[config.mk]
export PLATFORM = sky130hd
export DESIGN_NAME = josephus_elimination_order_unit
export DESIGN_NICKNAME = d
export VERILOG_FILES = /design/src/hdl/jos_pkg.sv /design/src/hdl/jos_ctrl.sv /design/src/hdl/jos_dp.sv /design/src/hdl/josephus_elimination_order_unit.sv
export SDC_FILE = /design/constraint.sdc
export NUM_CORES = 1
export LEC_CHECK = 0
export ABC_CLOCK_PERIOD_IN_PS = 9700
export BUFFER_PORTS_ARGS = -buffer_cell sky130_fd_sc_hd__buf_2
export CELL_PAD_IN_SITES_DETAIL_PLACEMENT = 0
export CELL_PAD_IN_SITES_GLOBAL_PLACEMENT = 1
export CORE_ASPECT_RATIO = 0.8
export CORE_MARGIN = 10
export CORE_UTILIZATION = 35
export CTS_CLUSTER_SIZE = 24
export DETAILED_ROUTE_END_ITERATION = 7
export GPL_ROUTABILITY_DRIVEN = 0
export PLACE_DENSITY = 0.62
export SYNTH_ARGS = -nofsm -noshare
export SYNTH_HDL_FRONTEND = slang
export SYNTH_SLANG_ARGS = --single-unit
[constraint.sdc]
create_clock -name i_clk -period 9.7 [get_ports i_clk]
set_input_delay 2.91 -clock i_clk [delete_from_list [all_inputs] [get_ports i_clk]]
set_output_delay 2.91 -clock i_clk [all_outputs]
set_load 0.01 [all_outputs]
[src/hdl/jos_pkg.sv]
package jos_pkg;

    localparam int MAX_MEMBERS = 32;
    localparam int MEMBER_CAP  = (MAX_MEMBERS < 32) ? MAX_MEMBERS : 32;
    localparam int STEP_W      = 8;
    localparam int COUNT_W     = 6;
    localparam int INDEX_W     = 5;
    localparam int MASK_W      = 32;
    localparam int BIT_W       = 3;
    localparam logic [STEP_W-1:0] STEP_RESET = 8'd3;

    typedef enum logic [2:0] {
        ST_IDLE,
        ST_MOD,
        ST_WALK,
        ST_EMIT
    } t_state;

    typedef struct packed {
        logic load;
        logic mod_step;
        logic walk_step;
        logic remove;
    } t_cmd;

    typedef struct packed {
        logic in_zero;
        logic mod_last;
        logic walk_done;
        logic rem_one;
    } t_status;

endpackage

[src/hdl/jos_ctrl.sv]
module jos_ctrl (
    input  logic            i_clk,
    input  logic            i_rst_n,
    input  logic            start,
    input  jos_pkg::t_status i_status,
    output jos_pkg::t_cmd   o_cmd,
    output logic            busy,
    output logic            o_strobe
);
    import jos_pkg::*;

    t_state r_state;
    t_state n_state;

    always_ff @(posedge i_clk) begin
        if (!i_rst_n) begin
            r_state <= ST_IDLE;
        end else begin
            r_state <= n_state;
        end
    end

    always_comb begin
        n_state = r_state;
        unique case (r_state)
            ST_IDLE: begin
                if (start && !i_status.in_zero) begin
                    n_state = ST_MOD;
                end
            end
            ST_MOD: begin
                if (i_status.mod_last) begin
                    n_state = ST_WALK;
                end
            end
            ST_WALK: begin
                if (i_status.walk_done) begin
                    n_state = ST_EMIT;
                end
            end
            ST_EMIT: begin
                if (i_status.rem_one) begin
                    n_state = ST_IDLE;
                end else begin
                    n_state = ST_MOD;
                end
            end
            default: n_state = ST_IDLE;
        endcase
    end

    always_comb begin
        o_cmd    = '0;
        busy     = 1'b1;
        o_strobe = 1'b0;
        unique case (r_state)
            ST_IDLE: begin
                busy       = 1'b0;
                o_cmd.load = start;
            end
            ST_MOD: begin
                o_cmd.mod_step = 1'b1;
            end
            ST_WALK: begin
                o_cmd.walk_step = !i_status.walk_done;
            end
            ST_EMIT: begin
                o_strobe     = 1'b1;
                o_cmd.remove = !i_status.rem_one;
            end
            default: busy = 1'b1;
        endcase
    end

endmodule

[src/hdl/jos_dp.sv]
module jos_dp (
    input  logic                          i_clk,
    input  logic                          i_rst_n,
    input  logic                          i_cfg_we,
    input  logic [jos_pkg::STEP_W-1:0]    i_cfg_wdata,
    input  logic [jos_pkg::COUNT_W-1:0]   i_member_count,
    input  jos_pkg::t_cmd                 i_cmd,
    output jos_pkg::t_status              o_status,
    output logic [jos_pkg::INDEX_W-1:0]   o_member_index,
    output logic                          o_is_survivor,
    output logic                          o_last
);
    import jos_pkg::*;

    logic [STEP_W-1:0]  r_step_k;
    logic [MASK_W-1:0]  r_mask;
    logic [INDEX_W-1:0] r_pos;
    logic [COUNT_W-1:0] r_n;
    logic [COUNT_W-1:0] r_remaining;
    logic               r_dead;
    logic [COUNT_W-1:0] r_div;
    logic [BIT_W-1:0]   r_bit;
    logic [COUNT_W-1:0] r_walk;

    logic [COUNT_W-1:0] n_sat;
    logic [MASK_W-1:0]  load_mask;
    logic [STEP_W-1:0]  dividend;
    logic [COUNT_W-1:0] shifted;
    logic [COUNT_W-1:0] div_next;
    logic [INDEX_W-1:0] pos_next;

    always_comb begin
        n_sat = (i_member_count > COUNT_W'(MEMBER_CAP)) ? COUNT_W'(MEMBER_CAP)
                                                         : i_member_count;
        if (n_sat >= COUNT_W'(MASK_W)) begin
            load_mask = '1;
        end else begin
            load_mask = (MASK_W'(1) << n_sat) - MASK_W'(1);
        end
        dividend = (r_step_k == '0) ? '0 : r_step_k - STEP_W'(1);
        shifted  = {r_div[COUNT_W-2:0], dividend[r_bit]};
        div_next = (shifted >= r_remaining) ? shifted - r_remaining : shifted;
        pos_next = ({1'b0, r_pos} == r_n - COUNT_W'(1)) ? '0 : r_pos + INDEX_W'(1);
    end

    // configuration register
    always_ff @(posedge i_clk) begin
        if (!i_rst_n) begin
            r_step_k <= STEP_RESET;
        end else if (i_cfg_we) begin
            r_step_k <= i_cfg_wdata;
        end
    end

    always_ff @(posedge i_clk) begin
        if (!i_rst_n) begin
            r_mask      <= '0;
            r_pos       <= '0;
            r_n         <= '0;
            r_remaining <= '0;
            r_dead      <= 1'b0;
            r_div       <= '0;
            r_bit       <= '1;
            r_walk      <= '0;
        end else begin
            if (i_cmd.load) begin
                r_mask      <= load_mask;
                r_pos       <= '0;
                r_n         <= n_sat;
                r_remaining <= n_sat;
                r_dead      <= 1'b0;
                r_div       <= '0;
                r_bit       <= '1;
            end
            // bit-serial remainder of (k - 1) by living count
            if (i_cmd.mod_step) begin
                r_div <= div_next;
                r_bit <= r_bit - BIT_W'(1);
                if (r_bit == '0) begin
                    r_walk <= div_next + COUNT_W'(r_dead);
                end
            end
            if (i_cmd.walk_step) begin
                r_pos <= pos_next;
                if (r_mask[pos_next]) begin
                    r_walk <= r_walk - COUNT_W'(1);
                end
            end
            if (i_cmd.remove) begin
                r_mask[r_pos] <= 1'b0;
                r_remaining   <= r_remaining - COUNT_W'(1);
                r_dead        <= 1'b1;
                r_div         <= '0;
                r_bit         <= '1;
            end
        end
    end

    always_comb begin
        o_status.in_zero   = (i_member_count == '0);
        o_status.mod_last  = (r_bit == '0);
        o_status.walk_done = (r_walk == '0);
        o_status.rem_one   = (r_remaining == COUNT_W'(1));
        o_member_index     = r_pos;
        o_is_survivor      = (r_remaining == COUNT_W'(1));
        o_last             = (r_remaining == COUNT_W'(1));
    end

endmodule

[src/hdl/josephus_elimination_order_unit.sv]
// Josephus elimination order. Pulse start while busy is low with i_member_count
// (1 to 32, larger values saturate to 32, zero gives no results) and the unit
// emits one transaction per member on o_strobe: eliminated members in order, then
// the survivor with o_is_survivor and o_last set. Each transaction is on the ports
// for one cycle only and the receiver cannot stall it. Each elimination runs a
// bit-serial remainder of (k - 1) by the living count, walks the ring position
// by position, and then emits its output transaction. i_cfg_we writes step_k
// (reset 3, zero acts as one) and may only be used while busy is low.
module josephus_elimination_order_unit (
    input  logic                        i_clk,
    input  logic                        i_rst_n,
    input  logic                        start,
    output logic                        busy,
    input  logic                        i_cfg_we,
    input  logic [jos_pkg::STEP_W-1:0]  i_cfg_wdata,
    input  logic [jos_pkg::COUNT_W-1:0] i_member_count,
    output logic                        o_strobe,
    output logic [jos_pkg::INDEX_W-1:0] o_member_index,
    output logic                        o_is_survivor,
    output logic                        o_last
);
    import jos_pkg::*;

    t_cmd    cmd;
    t_status status;

    jos_ctrl u_ctrl (
        .i_clk    (i_clk),
        .i_rst_n  (i_rst_n),
        .start    (start),
        .i_status (status),
        .o_cmd    (cmd),
        .busy     (busy),
        .o_strobe (o_strobe)
    );

    jos_dp u_dp (
        .i_clk          (i_clk),
        .i_rst_n        (i_rst_n),
        .i_cfg_we       (i_cfg_we),
        .i_cfg_wdata    (i_cfg_wdata),
        .i_member_count (i_member_count),
        .i_cmd          (cmd),
        .o_status       (status),
        .o_member_index (o_member_index),
        .o_is_survivor  (o_is_survivor),
        .o_last         (o_last)
    );

endmodule

==> results of run 1 <==
[flip-flops by register name, summed over array words and instances (netlist names)]
signal	flops
u_ctrl.r_state	2
u_dp.o_member_index	5
u_dp.r_bit	3
u_dp.r_dead	1
u_dp.r_div	5
u_dp.r_mask	32
u_dp.r_n	6
u_dp.r_remaining	6
u_dp.r_step_k	8
u_dp.r_walk	6
[cells in the mapped netlist, types with 10 or more instances]
library cell,instances,share of area [%]
nand2b_1,10,1.2
o211ai_1,10,1.5
nor2_1,46,3.4
mux2i_1,23,4.6
nor3_1,20,2.0
xor2_1,15,2.6
clkbuf_1,32,2.4
nand2_1,48,3.6
a211oi_1,19,2.8
a221oi_1,21,3.6
xnor2_1,10,1.7
nand3b_1,10,1.5
ha_1,26,6.5
nand3_1,25,2.5
inv_1,25,1.9
dfxtp_1,74,29
o21ai_0,49,4.9
a21oi_1,39,3.9
[how the worst max path moves through the flow]
| stage | end | from | cells after the start | slack, ns |
|---|---|---|---|---|
| 6_report | u_dp.r_walk[5]$_SDFF_PN0_ | u_dp.r_step_k[2]$_SDFFE_PN0P_ | 20 | 4.55 |
| 3_3_place_gp | u_dp.r_mask[26]$_SDFF_PN0_ | i_member_count[4] | 8 | 4.49 |
| 5_1_grt | u_dp.r_walk[4]$_SDFF_PN0_ | u_dp.r_step_k[2]$_SDFFE_PN0P_ | 20 | 4.13 |
| 2_1_floorplan | u_dp.r_mask[18]$_SDFF_PN0_ | i_member_count[5] | 10 | 4.84 |
| 3_5_place_dp | u_dp.r_mask[26]$_SDFF_PN0_ | i_member_count[4] | 8 | 4.31 |
| 4_1_cts | u_dp.r_walk[5]$_SDFF_PN0_ | u_dp.r_step_k[2]$_SDFFE_PN0P_ | 20 | 4.57 |
[metrics by stage]
stage,worst slack (ns),total power [uW],hold slack (ns)
floorplan,4.837,902.1,0.4406
global placement,4.489,1064,0.4623
detailed placement,4.310,1068,0.4619
CTS,4.569,1435,0.4696
global route,4.129,1533,0.5053
finish,4.548,1436,0.4659
[per-layer routing]
layer / track usage, % / part of all wire [%]
met3: 4.728 / 6.9
met4: 3.328 / 0.86
met2: 20.20 / 39
met5: 0 / 0
met1: 24.25 / 54
[worst reg2reg max path, cell delays in order, from the launching register on]
cell and delay [ns]:
dfxtp_1 0.36, nor4_1 0.66, nand4_1 0.16, a21oi_1 0.17
a211o_1 0.11, a21oi_1 0.06, o211ai_1 0.28, ha_1 0.22
inv_1 0.05, fa_1 0.40, nand3_1 0.11, nand2_1 0.11
a221oi_2 0.73, mux2i_1 0.35, ha_1 0.25, and3_1 0.19
nand4_1 0.09, o21ai_0 0.09, o21ai_0 0.12, o2111a_1 0.22
a221o_1 0.33
[final cells by class]
cell class / count / area, sq um
fillers: 1440 / 8650
multi-input cells: 488 / 3259
flip-flops and latches: 74 / 1481
clock buffers: 15 / 287.8
well taps: 184 / 230.2
repair buffers: 30 / 160.2
inverters: 27 / 101.3
clock inverters: 1 / 30.03
[cell families after synthesis]
kind of cell	synth area share [%]
AO/OA/AOI/OAI	26.08
XOR/XNOR	4.988
adder cells (fa/ha/maj)	6.849
buffers and inverters	5.980
flip-flops	29.38
multiplexers	5.533
AND/OR/NAND/NOR	21.19
[where the power goes]
group / internal [uW] / total [uW] / switching (uW) / leakage (uW)
clock: 228 / 358 / 130 / 0.000156
sequential: 371 / 436 / 64.6 / 0.000608
combinational: 254 / 642 / 388 / 0.00143
total: 853 / 1440 / 583 / 0.00219
==> out/qor.csv, run 1 <==
stage,metric,value,unit
place,Post-Place Cells,803,
timing,Fmax achieved,0.1941,GHz
timing,final worst clock skew,0.008978,ns
global_routing,initial antenna violation count,0,
setup_path,WP buf/inv,1,
cts,clock sinks,74,
finish,synthesis-to-finish area growth,10.07,%
finish,# diodes,0,
logic_synthesis,number of synthesized register bits,74,
finish,"Design Area, Final",5550,sq um
timing,Period minus WS final,5.152,ns
routing,vias,4806,
logic_synthesis,Mapped Cells,634,
flow_run,Max-Cap Viols,0,
finish,share of layout cells above drive strength 1,9.134,%
routing,initial drt markers,401,
setup_path,Worst path max stage delay,0.73,ns
setup_path,CP Class,flip-flop to flip-flop,
power,Pwr Density,258.7,nW/um^2
place,hpwl dp,11510,microns
setup_path,CP cell instances,nor4_1 > nand4_1 > a21oi_1 > a211o_1 > a21oi_1 > o211ai_1 > ha_1 > inv_1 > fa_1 > nand3_1 > nand2_1 > a221oi_2 > mux2i_1 > ha_1 > and3_1 > nand4_1 > o21ai_0 > o21ai_0 > o2111a_1 > a221o_1,
place,dpl cell area,5233,sq um
setup_path,critical path startpoint category,flip-flop,
finish,nets@finish,675,
finish,Final Instance Count excl. Fillers,819,
setup_path,CP max FO,10,
cts,Post-CTS Hold Buffers,0,
run_status,status,"complete, no violations",
logic_synthesis,synthesized area,5042,sq um
die,area of the core,14200,sq um
power,worst vdd ir,0.1165,mV
timing,final hold vios,0,
worst_hold_path,worst hold start,u_dp.r_dead$_SDFFE_PN0P_,
finish,"commonest non-fill, non-tap cells in the layout","74 x dfxtp_1, 49 x o21ai_0, 48 x nand2_1, 46 x nor2_1, 39 x a21oi_1",
power,P_leak,0.002191,uW
global_routing,first-pass GRT wire length,25010,microns
global_routing,vias in the first global route,4343,
timing,RSZ-0062 raised after global routing,false,
logic_synthesis,Synth Area per Inst,7.953,sq um
cts,htree depth,3,
worst_hold_path,Worst Hold Class,flip-flop to flip-flop,
logic_synthesis,ys async rst share,0,%
setup_path,CP endpoint kind,flip-flop,
setup_path,family with the most delay on the worst path,compound AO/OA/AOI/OAI gates,
setup_path,Worst Path Arrival,5.37,ns
cts,Root Buffer Master,clkbuf_16,
timing,Rel. slew slack,25.71,%
timing,Slew Limit Fails,0,
timing,Final period util,53.11,%
routing,Final ANT Viol Nets,0,
setup_path,reg-to-reg critical path startpoint,u_dp.r_step_k[2]$_SDFFE_PN0P_,
routing,WL per Instance,19.57,microns
cts,clk buf depth,2,
finish,final core utilization,39.09,%
routing,final wirelength,16030,microns
cts,clk slew on worst S/H paths,0.06,ns
logic_synthesis,register area share after synthesis,29.38,%
cts,clock latency on the worst-skew pair,0.34,ns
place,PortBufs,26,
logic_synthesis,Syn. warnings,0,
die,# IOs,27,
die,die area,19640,sq um
logic_synthesis,syn_nets,679,
cts,cts repair resizes,0,
logic_synthesis,post-synth cell types,65,
global_routing,pin count of the biggest net entering global routing,45,
cts,TritonCTS clock tree,done,
timing,Slew @ Worst Pin,1.099,ns
setup_path,R2R Setup Slk,4.55,ns
routing,# DRC,0,
finish,"commonest non-fill, non-tap cell in the layout",dfxtp_1,
setup_path,worst path required time,9.92,ns
logic_synthesis,"EDFF count, synth",0,
cts,Post-CTS Setup Inserts,0,
logic_synthesis,Post-synth top flop,dfxtp_1,
die,Die Span Y,127.4,microns
setup_path,CP max-delay cell,a221oi_2,
die,Starting Density,35.51,%
worst_hold_path,Hold Path Cell Cnt,2,
die,chip width,154.2,microns
routing,Via-to-Cell Ratio,5.868,
routing,Detailed Routing Iterations Pass 1,8,
global_routing,gr usage total,15.69,%
cts,Num CTS Buffers,9,
global_routing,gr ovfl total,0,
worst_hold_path,Hold EP,u_dp.r_dead$_SDFFE_PN0P_,
die,Rows,39,
timing,final setup violation count,0,
setup_path,R2R cell count,20,
setup_path,RR Endpoint,u_dp.r_walk[5]$_SDFF_PN0_,
timing,TNS Setup,0,ns
(Power assumes the default switching activity.)
==> run 2, diff against run 1 <==
ABC_CLOCK_PERIOD_IN_PS = 4900   (was 9700)
clock period = 4.9 ns   (was 9.7 ns; I/O delays follow)
==> out/qor.csv, run 2 (synthesis gave the netlist of run 1 again) <==
stage,metric,value,unit
run_status,status,"complete, no violations",
die,# IOs,27,
power,worst vdd ir,0.2894,mV
routing,Final ANT Viol Nets,0,
die,Die Span Y,127.4,microns
routing,vias,4860,
global_routing,gr busiest metal,met1,
power,Final Power,2841,uW
die,Rows,39,
routing,WL per Instance,19.19,microns
finish,fill count,1474,
finish,"commonest non-fill, non-tap cell in the layout",dfxtp_1,
worst_hold_path,Worst Hold Class,flip-flop to flip-flop,
cts,clock latency on the worst-skew pair,0.34,ns
finish,max FFs per register,32,
die,die area,19640,sq um
power,Pwr Density,509.1,nW/um^2
routing,# DRC,0,
cts,Post-CTS Hold Buffers,0,
timing,Slew @ Worst Pin,1.077,ns
setup_path,critical path startpoint category,flip-flop,
timing,final worst clock skew,0.005660,ns
setup_path,CP Class,flip-flop to flip-flop,
cts,TritonCTS clock tree,done,
finish,Top reg by flops,u_dp.r_mask,
power,P_leak,0.002209,uW
global_routing,vias in the first global route,4493,
cts,htree depth,3,
routing,final wirelength,15830,microns
timing,Rel. slew slack,27.53,%
setup_path,Worst Path Arrival,4.84,ns
timing,Slew Limit Fails,0,
global_routing,gr ovfl total,0,
setup_path,CP endpoint kind,flip-flop,
place,PortBufs,26,
flow_run,Max-Cap Viols,0,
timing,Period minus WS final,4.614,ns
setup_path,worst path required time,5.12,ns
cts,Num CTS Buffers,9,
timing,final hold vios,0,
global_routing,first-pass GRT wire length,25430,microns
finish,Largest regs,"u_dp.r_mask (32), u_dp.r_step_k (8)",
cts,clk slew on worst S/H paths,0.06,ns
routing,Detailed Routing Iterations Pass 1,5,
timing,final setup violation count,0,
global_routing,met1 usage,24.29,%
cts,clock sinks,74,
setup_path,CP max FO,4,
global_routing,initial antenna violation count,0,
global_routing,gr usage total,15.94,%
timing,Final period util,94.16,%
global_routing,GR Util met3,4.091,%
place,hpwl dp,11200,microns
global_routing,GRT met2 Usage,20.85,%
finish,nets@finish,682,
finish,# diodes,0,
finish,synthesis-to-finish area growth,10.65,%
routing,Via-to-Cell Ratio,5.891,
finish,"commonest non-fill, non-tap cells in the layout","74 x dfxtp_1, 49 x o21ai_0, 48 x nand2_1, 46 x nor2_1, 39 x a21oi_1",
cts,clk buf depth,2,
place,dpl cell area,5278,sq um
cts,Root Buffer Master,clkbuf_16,
die,area of the core,14200,sq um
routing,initial drt markers,460,
finish,share of layout cells above drive strength 1,10.76,%
global_routing,pin count of the biggest net entering global routing,44,
timing,Fmax achieved,0.2168,GHz
finish,"Design Area, Final",5579,sq um
die,Starting Density,35.51,%
die,chip width,154.2,microns
[run 2: changes by cell type in the layout (fill, tap and decap cells not counted), moves of 2 or more]
cell      before  now
ha_1          26   23
clkinv_2       0    3
clkbuf_8       4    2
ha_2           0    3
buf_4          4   11
[run 2: final cells by class]
class / count / area, sq um / share of cell area [%]
Sequential cell: 74 / 1481 / 26.55
Inverter: 27 / 101.3 / 1.817
Tap cell: 184 / 230.2 / 4.126
Clock inverter: 3 / 15.01 / 0.2691
Multi-Input combinational cell: 488 / 3282 / 58.82
Timing Repair Buffer: 37 / 212.7 / 3.813
Clock buffer: 12 / 256.5 / 4.597
[run 2: worst max-delay path, stage by stage, from the launching register on]
cell and delay [ns]:
dfxtp_1 0.33, inv_1 0.12, ha_2 0.23, nor2b_1 0.20
nand3b_1 0.11, o211ai_1 0.09, o21ai_0 0.10, a311o_1 0.32
o211ai_1 0.17, ha_2 0.25, inv_1 0.05, fa_1 0.39
nand3_1 0.11, nand2_1 0.14, a221oi_4 0.31, mux2i_2 0.32
ha_2 0.25, and3_1 0.15, nand4_1 0.12, xor2_1 0.18
o2111a_1 0.23, a221o_1 0.35
[run 2: final timing paths]
kind | endpoint | slack, ns | startpoint | depth (start not counted)
min reg2reg | u_dp.r_dead$_SDFFE_PN0P_ | 0.47 | u_dp.r_dead$_SDFFE_PN0P_ | 2
max | u_dp.r_walk[5]$_SDFF_PN0_ | 0.29 | u_dp.r_step_k[0]$_SDFFE_PN1P_ | 21
max reg2reg | u_dp.r_walk[5]$_SDFF_PN0_ | 0.29 | u_dp.r_step_k[0]$_SDFFE_PN1P_ | 21
min | u_dp.r_dead$_SDFFE_PN0P_ | 0.47 | u_dp.r_dead$_SDFFE_PN0P_ | 2
[run 2: repair_timing]
action / 4_1_cts / 5_1_grt
endpoints found under the setup margin: 0 / 2
gates resized for setup: 0 / 5
buffers inserted: 0 / 1
[run 2: where the power goes]
part / switching (uW) / internal, uW
sequential: 111 / 734
combinational: 802 / 569
clock: 258 / 365
[run 2: metrics by stage]
stage          setup WS (ns)  util (%)  hold WS (ns)  cells  setup TNS, ns
2_1_floorplan         0.4739         -        0.4406    634              0
3_3_place_gp          0.4782     37.17        0.4608    809              0
3_5_place_dp          0.3441     37.17        0.4579    809              0
4_1_cts               0.3221     39.08        0.4658    824              0
5_1_grt             -0.04805     39.29        0.4951    825       -0.04805
6_report              0.2864     39.29        0.4653    825              0
[run 2: metal layers]
layer	up-vias	wire length, microns
met3	9	1112
li1	2354	-
met5	-	0
met2	157	6418
met1	2340	8143
met4	0	155
